===== src/hw/rtl/integer_square_root_defines.svh =====
// Assertion macros shared by the square root block.
`ifndef INTEGER_SQUARE_ROOT_DEFINES_SVH
`define INTEGER_SQUARE_ROOT_DEFINES_SVH

`ifndef ASSERT_OFF
`define ISQRT_ASSERT_IMP(label, clk, rst_n, ante, cons) \
	label: assert property (@(posedge clk) disable iff (!rst_n) (ante) |-> (cons)) \
	else $error("isqrt assertion failed");
`define ISQRT_ASSERT_NXT(label, clk, rst_n, ante, cons) \
	label: assert property (@(posedge clk) disable iff (!rst_n) (ante) |=> (cons)) \
	else $error("isqrt assertion failed");
`else
`define ISQRT_ASSERT_IMP(label, clk, rst_n, ante, cons)
`define ISQRT_ASSERT_NXT(label, clk, rst_n, ante, cons)
`endif

`endif


===== src/hw/rtl/isqrt_pkg.sv =====
`timescale 1ns / 1ps
`default_nettype none

package isqrt_pkg;

	localparam int unsigned RAD_W  = 64;
	localparam int unsigned ROOT_W = 32;
	// The remainder never exceeds twice the partial root.
	localparam int unsigned REM_W  = ROOT_W + 2;
	localparam int unsigned CELLS  = RAD_W / 2;

	localparam logic CMD_FIX16 = 1'b0;
	localparam logic CMD_ROUND = 1'b1;

	typedef struct packed {
		logic              valid;
		logic              cmd;
		logic [RAD_W-1:0]  rad;
		logic [ROOT_W-1:0] root;
		logic [REM_W-1:0]  rem;
	} cell_t;

endpackage

`default_nettype wire


===== src/hw/rtl/isqrt_round.sv =====
`timescale 1ns / 1ps
`default_nettype none

`include "integer_square_root_defines.svh"

module isqrt_round
	import isqrt_pkg::*;
(
	input  wire logic         clk,
	input  wire logic         arst_n,
	input  wire cell_t        fin,
	output logic              done,
	output logic [ROOT_W-1:0] root
);

	logic [ROOT_W:0]   root_inc;
	logic              up;
	logic [ROOT_W-1:0] rounded;
	logic [ROOT_W-1:0] result;

	// Round half up: add one when the remainder exceeds the floor root.
	assign up       = (fin.rem > {2'b00, fin.root});
	assign root_inc = {1'b0, fin.root} + {{ROOT_W{1'b0}}, up};
	assign rounded  = root_inc[ROOT_W] ? {ROOT_W{1'b1}} : root_inc[ROOT_W-1:0];
	assign result   = (fin.cmd == CMD_ROUND) ? rounded : {fin.root[ROOT_W-2:0], 1'b0};

	always_ff @(posedge clk or negedge arst_n) begin
		if (!arst_n) begin
			done <= 1'b0;
		end else begin
			done <= fin.valid;
		end
	end

	always_ff @(posedge clk) begin
		root <= result;
	end

	`ISQRT_ASSERT_NXT(a_done_follows, clk, arst_n, fin.valid, done)
	`ISQRT_ASSERT_NXT(a_no_spurious_done, clk, arst_n, !fin.valid, !done)
	`ISQRT_ASSERT_NXT(a_fix16_even, clk, arst_n, fin.valid && fin.cmd == CMD_FIX16, !root[0])

endmodule

`default_nettype wire


===== config.mk =====
export PLATFORM = sky130hd
export DESIGN_NAME = isqrt_round
export DESIGN_NICKNAME = d
export VERILOG_FILES = /design/src/hw/rtl/isqrt_pkg.sv /design/src/hw/rtl/isqrt_round.sv
export VERILOG_INCLUDE_DIRS = /design/src /design/src/hw/rtl
export SDC_FILE = /design/constraint.sdc
export NUM_CORES = 1
export LEC_CHECK = 0
export BUFFER_PORTS_ARGS = -buffer_cell sky130_fd_sc_hd__clkbuf_2
export CAP_MARGIN = 20
export CORE_ASPECT_RATIO = 1.1
export CORE_MARGIN = 3
export CORE_UTILIZATION = 29
export DETAILED_ROUTE_END_ITERATION = 16
export PLACE_DENSITY = 0.63
export SKIP_LAST_GASP = 1
export SLEW_MARGIN = 20
export SYNTH_ARGS = -nofsm -noshare
export SYNTH_HDL_FRONTEND = slang
export SYNTH_SLANG_ARGS = --single-unit
export TNS_END_PERCENT = 100

===== constraint.sdc =====
create_clock -name clk -period 0.8 [get_ports clk]
set_input_delay 0.08 -clock clk [delete_from_list [all_inputs] [get_ports clk]]
set_output_delay 0.08 -clock clk [all_outputs]
set_load 0.02 [all_outputs]

==> reports/metrics.csv <==
stage,metric,value,unit
final_layout,layout cell share with drive strength beyond 1,58.7,%
global_routing,largest net degree at the start of global routing,20,
floorplanning,site row count,35,
detailed_routing,via count,3328,
detailed_routing,Routed Antenna Nets,0,
global_routing,initial antenna violation count,0,
logic_synthesis,synth warn,0,
floorplanning,core area,0.00858,mm^2
global_routing,first-pass GRT wire length,16200,um
power,switch share,32.9,%
sta,setup_tns,-66.46,ns
critical_path,"most used cell, CP",ha_4,
floorplanning,die area,0.0103,mm^2
sta,setup ws final,-2.13,ns
critical_path,Startpoint Class,input port,
clocking,CTS root buffer,clkbuf_8,
sta,fmax,342,MHz
sta,"Slew Viols, Final",0,
power,internal power,3.61,mW
power,pwr/cell area,1080,mW/mm^2
sta,post-route clock period utilization,366,%
power,Clock Power Share,23.2,%
status,status,"finished, violations left",
placed_design,Inst Count DP,632,
final_layout,ant diodes,0,
power,LEAKAGE,2.39,nW
critical_path,Crit path max-delay family,simple AND/OR/NAND/NOR gates,
placed_design,placed inst area,0.00410,mm^2
placed_design,DP HPWL,8070,um
critical_path,Critical Path End Type,flop,
logic_synthesis,synthesized area,0.00263,mm^2
worst_hold_path,Hold/Removal Path Class,in -> reg,
final_layout,Area Growth Syn to Fin,90.3,%
logic_synthesis,async set-reset flop share out of synthesis,3.03,%
detailed_routing,Starting DRT DRC Count,92,
critical_path,WS Path Type,in -> reg,
logic_synthesis,Most used DFF post-synth,dfxtp_1,
logic_synthesis,"Distinct cells, synth",50,
critical_path,Worst Path Arrival,3.12,ns
clocking,CTS Buf Count,5,
clocking,Clock Path Buffers,2,
logic_synthesis,Syn Nets,498,
status,failing checks,negative setup slack,
critical_path,"Max FO, Critical Path",5,
floorplanning,Initial Util,30.7,%
floorplanning,Top Ports,167,
sta,RSZ-0062 raised after global routing,yes,
critical_path,"critical path, cell by cell",clkbuf_16 > inv_12 > ha_4 > nand4bb_4 > or4_4 > or2_4 > nor4bb_1 > a211oi_1 > buf_4 > ha_4 > ha_4 > nand4_4 > nor4_4 > buf_4 > nor2_4 > buf_12 > a22oi_1,
sta,Slew @ Worst Pin,0.484,ns
detailed_routing,drt first pass iters,4,
placed_design,GP Congestion,0.882,
clocking,Clock transition at path regs,0.07,ns
logic_synthesis,"FF+latch count, synth",33,
detailed_routing,final wirelength,10200,um
floorplanning,die extent in y,106,um
final_layout,Final Non-Filler Cells,654,
global_routing,vias in the first global route,3506,
final_layout,final design utilization,58.4,%
detailed_routing,Residual DRC,0,
sta,slew margin rel.,66.9,%
final_layout,Fill cells,769,
sta,final setup fails,65,
critical_path,CP Buf/Inv Count,5,
final_layout,Nets,711,
detailed_routing,wire length per cell,15.6,um
floorplanning,Die Width,96.8,um
sta,final hold vios,0,
sta,Final min period,2.93,ns
logic_synthesis,Avg Inst Size Synth,8.00,um^2
clocking,H-tree Lvls,2,
logic_synthesis,Synth Instances,329,
logic_synthesis,sequential-to-total area share from yosys stat,25.3,%
placed_design,# port buffers,102,
job,number of max-cap violations,0,
detailed_routing,vias per cell,5.09,
critical_path,Max stage delay on crit path,0.54,ns
logic_synthesis,"EDFF count, synth",0,
clocking,clk sinks,33,
global_routing,remaining global-route overflow,0,
critical_path,Worst path slowest cell,or4_4,
critical_path,critical path required time,1.00,ns
power,maximum vdd drop,0.600,mV
power,sequential share of power,35.4,%
power,switching pwr,1.77,mW
power,combinational fraction of design power,41.3,%
clocking,CTS tree,built,
global_routing,Tot GR Track Use,19.3,%
final_layout,design area,0.00501,mm^2
cell usage in the layout (no fill, tap or decap), types with 4 or more instances in the layout:
master and count:
a21o_1 4, a21oi_1 28, a21oi_2 10, a22oi_2 8
a31oi_1 5, and3_1 4, buf_4 103, buf_6 9
buf_8 31, clkbuf_2 67, clkbuf_8 6, dfxtp_2 31
ha_1 25, ha_4 10, inv_1 29, mux2i_1 7
nand2_1 23, nand3_1 12, nand4_1 17, nor2_1 13
nor3_1 4, nor4_4 5, o21ai_0 7, o21ai_1 5
o31ai_1 4, xnor2_1 10
path summary, 6_finish.rpt:
| check | startpoint | endpoint | slack, ns | cells past startpoint |
|---|---|---|---|---|
| setup / recovery | fin[65] | root[30] | -2.13 | 17 |
| hold / removal | fin[35] | root[2] | 0.08 | 3 |
| max in group asynchronous | arst_n | done | 0.60 | 2 |
| min in group asynchronous | arst_n | done | 0.11 | 2 |
cell type report:
cell class / instances / area [um^2] / share of cell area [%]
Clock buffer: 5 / 68.8 / 1.37
Clock inverter: 3 / 17.5 / 0.350
Inverter: 35 / 149 / 2.97
Multi-Input combinational cell: 250 / 2140 / 42.8
Sequential cell: 33 / 704 / 14.1
Tap cell: 111 / 139 / 2.77
Timing Repair Buffer: 217 / 1790 / 35.7
sequential cells by signal, summed over array words and instances (netlist names):
signal  flops
root       32
done        1
power by group through the flow:
stage	combinational (mW)	sequential (mW)	clock, mW
final	2.22	1.91	1.25
after global routing	2.41	1.92	1.38
after global placement	1.70	1.86	0
after CTS	2.07	1.87	1.29
after detailed placement	1.74	1.87	0
after floorplan	0.651	2.04	0
Yosys cell counts (2+ instances only):
cell type	n	share of area (%)
dfxtp_1	32	24
o21ai_0	13	2.5
nor2_1	16	2.3
nand4_1	17	4.0
nand3_1	12	2.3
mux2i_1	7	2.7
a21oi_1	39	7.4
o22ai_1	3	0.71
and3_1	4	0.95
ha_1	35	17
a2111oi_0	2	0.67
or3_4	2	0.86
nand3_2	3	1.1
or2_2	2	0.48
a211oi_1	3	0.86
nand2b_1	3	0.71
nand2_1	23	3.3
a21o_1	4	1.1
nor3_1	6	1.1
buf_6	2	0.86
clkbuf_1	6	0.86
and2_1	2	0.48
a22oi_1	10	2.9
a31oi_1	5	1.2
o31ai_1	4	1.1
nor4_1	7	1.7
xnor2_1	11	3.7
inv_1	34	4.9
per-layer routing:
layer	GRT usage [%]	vias to the layer above	part of all wire, %
met5	0	-	0
met4	5.92	0	2.8
met3	3.81	22	5.4
met2	37.0	114	52
met1	21.1	1560	40
li1	-	1632	-
cells by family after synthesis:
family                     share of synthesized area [%]
xor gates and xnor gates                            3.66
muxes                                               2.66
AOI/OAI and AO/OA                                   20.2
adders and majority gates                           16.6
DFF                                                 25.3
and+or+nand+nor                                     24.2
buffers and inverters                               7.37
through the flow:
| step | worst slack, ns | total power, mW | hold WS, ns |
|---|---|---|---|
| after global placement | -2.84 | 3.57 | -0.145 |
| after detailed placement | -2.92 | 3.61 | -0.144 |
| after floorplan | -2.27 | 2.69 | -0.216 |
| final | -2.13 | 5.38 | 0.0841 |
| after CTS | -2.07 | 5.23 | 0.0758 |
| after global routing | -2.21 | 5.71 | 0.104 |
what timing repair did:
action                                  in CTS  in global routing
gates cloned                                 0                  1
hold buffers                                 2                  0
endpoints found under the setup margin      65                 65
pin swaps                                   23                 15
resized for setup                          133                 59
buffers inserted                             9                  2
endpoints found under the hold margin        2                  0
Power figures use the tool's default switching activity.
