File: src/hw/rtl/integer_square_root_defines.svh
// Assertion macros shared by the square root block.
`ifndef INTEGER_SQUARE_ROOT_DEFINES_SVH
`define INTEGER_SQUARE_ROOT_DEFINES_SVH

`ifndef ASSERT_OFF
`define ISQRT_ASSERT_IMP(label, clk, rst_n, ante, cons) \
	label: assert property (@(posedge clk) disable iff (!rst_n) (ante) |-> (cons)) \
	else $error("isqrt assertion failed");
`define ISQRT_ASSERT_NXT(label, clk, rst_n, ante, cons) \
	label: assert property (@(posedge clk) disable iff (!rst_n) (ante) |=> (cons)) \
	else $error("isqrt assertion failed");
`else
`define ISQRT_ASSERT_IMP(label, clk, rst_n, ante, cons)
`define ISQRT_ASSERT_NXT(label, clk, rst_n, ante, cons)
`endif

`endif

File: src/hw/rtl/isqrt_pkg.sv
`timescale 1ns / 1ps
`default_nettype none

package isqrt_pkg;

	localparam int unsigned RAD_W  = 64;
	localparam int unsigned ROOT_W = 32;
	// The remainder never exceeds twice the partial root.
	localparam int unsigned REM_W  = ROOT_W + 2;
	localparam int unsigned CELLS  = RAD_W / 2;

	localparam logic CMD_FIX16 = 1'b0;
	localparam logic CMD_ROUND = 1'b1;

	typedef struct packed {
		logic              valid;
		logic              cmd;
		logic [RAD_W-1:0]  rad;
		logic [ROOT_W-1:0] root;
		logic [REM_W-1:0]  rem;
	} cell_t;

endpackage

`default_nettype wire

File: src/hw/rtl/isqrt_cell.sv
`timescale 1ns / 1ps
`default_nettype none

module isqrt_cell
	import isqrt_pkg::*;
(
	input  wire logic  clk,
	input  wire logic  arst_n,
	input  wire cell_t prev,
	output cell_t      next_s1
);

	logic [REM_W+1:0] rem_w;
	logic [REM_W+1:0] trial;
	logic [REM_W+1:0] diff;
	logic             ge;

	// Bring down the next two radicand bits and try the digit one.
	assign rem_w = {prev.rem, prev.rad[RAD_W-1 -: 2]};
	assign trial = {2'b00, prev.root, 2'b01};
	assign diff  = rem_w - trial;
	assign ge    = (rem_w >= trial);

	always_ff @(posedge clk or negedge arst_n) begin
		if (!arst_n) begin
			next_s1 <= '0;
		end else begin
			next_s1.valid <= prev.valid;
			next_s1.cmd   <= prev.cmd;
			next_s1.rad   <= {prev.rad[RAD_W-3:0], 2'b00};
			next_s1.root  <= {prev.root[ROOT_W-2:0], ge};
			next_s1.rem   <= ge ? diff[REM_W-1:0] : rem_w[REM_W-1:0];
		end
	end

endmodule

`default_nettype wire

File: config.mk
export PLATFORM = sky130hd
export DESIGN_NAME = isqrt_cell
export DESIGN_NICKNAME = d
export VERILOG_FILES = /design/src/hw/rtl/integer_square_root_defines.svh /design/src/hw/rtl/isqrt_pkg.sv /design/src/hw/rtl/isqrt_cell.sv
export SDC_FILE = /design/constraint.sdc
export NUM_CORES = 1
export LEC_CHECK = 0
export ABC_AREA = 1
export CAP_MARGIN = 40
export CORE_MARGIN = 3
export CORE_UTILIZATION = 63
export CTS_CLUSTER_SIZE = 30
export DETAILED_ROUTE_END_ITERATION = 16
export DONT_BUFFER_PORTS = 1
export GPL_TIMING_DRIVEN = 0
export PLACE_DENSITY = 0.87
export SLEW_MARGIN = 10
export SYNTH_ARGS = -nofsm -noshare
export SYNTH_HDL_FRONTEND = slang
export SYNTH_SLANG_ARGS = --single-unit
File: constraint.sdc
create_clock -name clk -period 0.8 [get_ports clk]
set_input_delay 0.04 -clock clk [delete_from_list [all_inputs] [get_ports clk]]
set_output_delay 0.04 -clock clk [all_outputs]
set_load 0.01 [all_outputs]
==> results of run 1 <==
-- through the flow --
stage	utilization (%)	hold WS, ns	cells
floorplan	-	-0.256	778
CTS	90.5	-0.795	1031
global placement	73.8	-0.253	907
detailed placement	73.8	-0.253	907
-- cell usage after synthesis --
| master | number |
|---|---|
| inv_4 | 1 |
| nand3b_1 | 4 |
| dfrtp_1 | 130 |
| nor2_1 | 49 |
| inv_1 | 139 |
| or2_2 | 1 |
| xor2_1 | 15 |
| nand2_2 | 2 |
| nand4_1 | 6 |
| nor2_2 | 8 |
| a21oi_2 | 1 |
| nand3_2 | 1 |
| buf_4 | 5 |
| o21ai_0 | 13 |
| nand3_1 | 38 |
| ha_1 | 34 |
| a21oi_1 | 25 |
| nand2_4 | 1 |
| conb_1 | 1 |
| buf_6 | 3 |
| xnor2_1 | 3 |
| nand2_1 | 288 |
| nor3_1 | 3 |
| and2_1 | 3 |
| o21bai_1 | 3 |
-- timing repair --
item / 4_1_cts
setup buffers: 10
endpoints found under the setup margin: 165
gates resized for setup: 38
hold buffers: 82
endpoints found under the hold margin: 259
gates cloned: 1
pin swaps: 5
-- cell families after synthesis --
logic type,Yosys count,synth area share (%)
and+or+nand+nor,404,26.1
other,1,0.0595
AOI/OAI and AO/OA,42,3.51
adders and majority gates,34,6.74
xor gates and xnor gates,18,2.50
buffers and inverters,148,9.50
DFF,130,51.6
==> flow_metrics.env, run 1 <==
export IMPL_run_status="stopped before the end"
export IMPL_lastStage="global routing (5_1_grt)"
export IMPL_error="[ERROR DPL-0038] Utilization greater than 100%, impossible to legalize"
export IMPL_cts_max_level=4
export IMPL_cts_buffer_depth=2
export IMPL_die_width_um=106
export IMPL_synth_area_leader_cell="dfrtp_1"
export IMPL_yosysUniqueCellTypes=25
export IMPL_place_area_um2=7010
export IMPL_hpwlAfterDp_mm=16.7
export IMPL_die_y_um=106
export IMPL_ios=266
export IMPL_synth_seq_cells=130
export IMPL_io_buffers=0
export IMPL_ys_top_cells_by_area="dfrtp_1 52%, nand2_1 17%, inv_1 8.3%"
export IMPL_syn_avg_cell_area_um2=8.12
export IMPL_preCtsSetupSlack_ns=-1.13
export IMPL_worst_endpoint="next_s1[11]$_DFF_PN0_/D"
export IMPL_cts_buffers=17
export IMPL_fp_row_count=35
export IMPL_yosysSeqAreaShare_pct=51.6
export IMPL_cts_root_buffer="clkbuf_8"
export IMPL_worst_endpoint_kind="register input"
export IMPL_netlist_area_um2=6310
export IMPL_gp_congestion=0.881
export IMPL_grt_max_degree=131
export IMPL_initial_core_util_pct=66.4
export IMPL_synthCells=777
export IMPL_synth_top_area_share_pct=51.6
export IMPL_yosys_warnings=0
export IMPL_clock_sinks=130
==> run 2, diff against run 1 <==
- CORE_UTILIZATION: 63 -> 40
- CTS_CLUSTER_SIZE: 30 -> unset
- PLACE_DENSITY: 0.87 -> unset
- PLACE_DENSITY_LB_ADDON: unset -> 0.15
==> run 2 against run 1 <==
The flow now finishes, with violations (negative hold slack, negative setup slack). Synthesized cell count unchanged. Synthesized area unchanged.
==> flow_metrics.env, run 2 <==
export IMPL_final_cell_mix="238 x nand2_1, 130 x dfrtp_1, 118 x dlygate4sd3_1"
export IMPL_final_common_cell="nand2_1"
export IMPL_hold_class="primary input to asynchronous set/reset pin"
export IMPL_rsz0062_at_grt="true"
export IMPL_crit_chain="inv_1 > ha_4 > nand2_4 > nor2_4 > buf_4 > nand3_4 > nand3_4 > nand2_2 > nand2_2 > nand2_4 > nand2_8 > inv_8 > buf_8 > nand2_1 > nand2_1"
export IMPL_diodes=0
export IMPL_endpoint_kind="flop"
export IMPL_cp_start_kind="primary input"
export IMPL_ios=266
export IMPL_cts_buffer_depth=2
export IMPL_vias_per_cell=4.66
export IMPL_final_hold_violation_count=148
export IMPL_yosys_warnings=0
export IMPL_synth_top_area_share_pct=51.6
export IMPL_final_core_util_pct=62.9
export IMPL_final_antenna_net_count=0
export IMPL_finalCriticalPeriod_ns=1.26
export IMPL_dieArea_um2=17300
export IMPL_area_delta_synth_final_pct=52.7
export IMPL_worstSetupPathType="primary input to flop"
export IMPL_cp_max_fo=10
export IMPL_antenna_found_initial=0
export IMPL_synth_edf_count=0
export IMPL_finalWirelength_mm=20.7
export IMPL_clk_pin_slew_ns=0.06
export IMPL_yosysUniqueCellTypes=25
export IMPL_synth_commonest_cells="288 x nand2_1, 139 x inv_1, 130 x dfrtp_1"
export IMPL_initial_core_util_pct=41.2
export IMPL_failed_checks="negative hold slack, negative setup slack"
export IMPL_grt_overflow=0
export IMPL_hpwlAfterDp_mm=14.9
export IMPL_first_pass_iters=4
export IMPL_p_leak_nw=4.74
export IMPL_drtIter0Drc=178
export IMPL_wl_per_cell_um=17.6
export IMPL_die_width_um=132
export IMPL_netlist_area_um2=6310
export IMPL_top_regs="next_s1 x130"
export IMPL_nNetsFinal=1121
export IMPL_synth_flop_cell="dfrtp_1"
export IMPL_gp_congestion=0.873
export IMPL_cts_max_level=4
export IMPL_grt_pass1_wl_mm=31.6
export IMPL_fmax_mhz=797
export IMPL_io_buffers=0
export IMPL_grt_max_degree=131
export IMPL_drv_cap=0
export IMPL_yosysSeqAreaShare_pct=51.6
export IMPL_post_route_worst_setup_slack_ns=-0.455
export IMPL_async_flop_share_pct=100
export IMPL_grt_pass1_vias=5805
export IMPL_vias=5485
export IMPL_setup_viol=165
export IMPL_fp_row_count=45
export IMPL_cts_tree="built"
export IMPL_cpMaxStageDelayCell="ha_4"
export IMPL_preCtsSetupSlack_ns=-1.23
export IMPL_largest_register="next_s1"
export IMPL_drive_gt1_share_pct=24.7
export IMPL_syn_avg_cell_area_um2=8.12
export IMPL_cts_buffers=17
export IMPL_drc=0
export IMPL_clock_sinks=130
export IMPL_tns_ns=-22.86
export IMPL_grtUsageTotal_pct=23.5
export IMPL_run_status="finished with violations"
export IMPL_core_area_um2=15300
export IMPL_synthCells=777
export IMPL_hold_ws_ns=-0.684
export IMPL_place_area_um2=7110
export IMPL_critical_path_max_stage_delay_ns=0.30
export IMPL_cts_root_buffer="clkbuf_16"
export IMPL_p_per_area_nw_per_um2=2040
export IMPL_critPathRequiredTime_ns=1.10
export IMPL_timing_final_crit_share_pct=157
export IMPL_synth_area_leader_cell="dfrtp_1"
export IMPL_die_y_um=132
export IMPL_peakVddDrop_uv=1440
export IMPL_stdcell_area_um2=9630
export IMPL_ys_top_cells_by_area="dfrtp_1 52%, nand2_1 17%, inv_1 8.3%"
export IMPL_synth_most_common_cell="nand2_1"
export IMPL_worst_ep_arrival_time_ns=1.55
export IMPL_largest_register_ffs=130
export IMPL_slew_viol_final=0
export IMPL_synth_seq_cells=130
[run 2: logic make-up (layout without fill, tap and decap cells)]
group / count (synthesis) / count (layout) / share of synthesized area [%]
simple gates: 404 / 404 / 26.1
compound gates: 42 / 42 / 3.51
other cells: 1 / 2 / 0.0595
flops: 130 / 130 / 51.6
buf+inv: 148 / 336 / 9.50
xor+xnor: 18 / 18 / 2.50
fa+ha+maj: 34 / 34 / 6.74
[run 2: final timing paths]
path	startpoint	end	slack, ns
worst max-delay path	prev[38]	next_s1[17]	-0.46
worst min-delay path	arst_n	next_s1[79]	-0.68
max in group asynchronous	arst_n	next_s1[29]	1.36
min in group clk	prev[1]	next_s1[3]	-0.27
[run 2: repair_timing]
action | 4_1_cts | 5_1_grt
gates resized for setup | 61 | 66
setup endpoints to repair | 165 | 165
buffers inserted | 24 | 12
hold buffers | 105 | 13
pin swaps | 31 | 27
hold endpoints to repair | 259 | 154
gates cloned | 1 | 1
[run 2: area by class of cell]
cell class                      instances  area [um2]
Buffer                                  8        97.6
Clock buffer                           18         439
Clock inverter                         14         165
Fill cell                            1289        5680
Inverter                              140         607
Multi-Input combinational cell        500        3270
Sequential cell                       130        3250
Tap cell                              211         264
Timing Repair Buffer                  156        1540
[run 2: layer usage]
metal | vias up | routed length (um) | track usage, %
li1 | 2697 | - | -
met1 | 2576 | 8260 | 27.9
met2 | 195 | 11100 | 43.4
met3 | 17 | 1200 | 5.13
met4 | 0 | 205 | 5.48
met5 | - | 0 | 0
[run 2: worst max-delay path: cells and delay by family]
kind	cells	cell delay [ns]
and+or+nand+nor	10	0.80
buffers and inverters	4	0.40
adders and majority gates	1	0.30
[run 2: where the power goes]
part	internal, mW	leakage, nW	total (mW)	switching, mW
combinational	1.84	2.94	3.85	2.01
sequential	7.17	1.52	7.76	0.590
clock	4.77	0.284	8.04	3.27
total	13.8	4.74	19.7	5.87
[run 2: metrics by stage]
step	power, mW	instances
final	19.7	1177
after global routing	20.6	1177
after CTS	19.5	1151
after detailed placement	10.6	989
after global placement	10.6	989
after floorplan	9.92	778
Power figures use the tool's default switching activity.
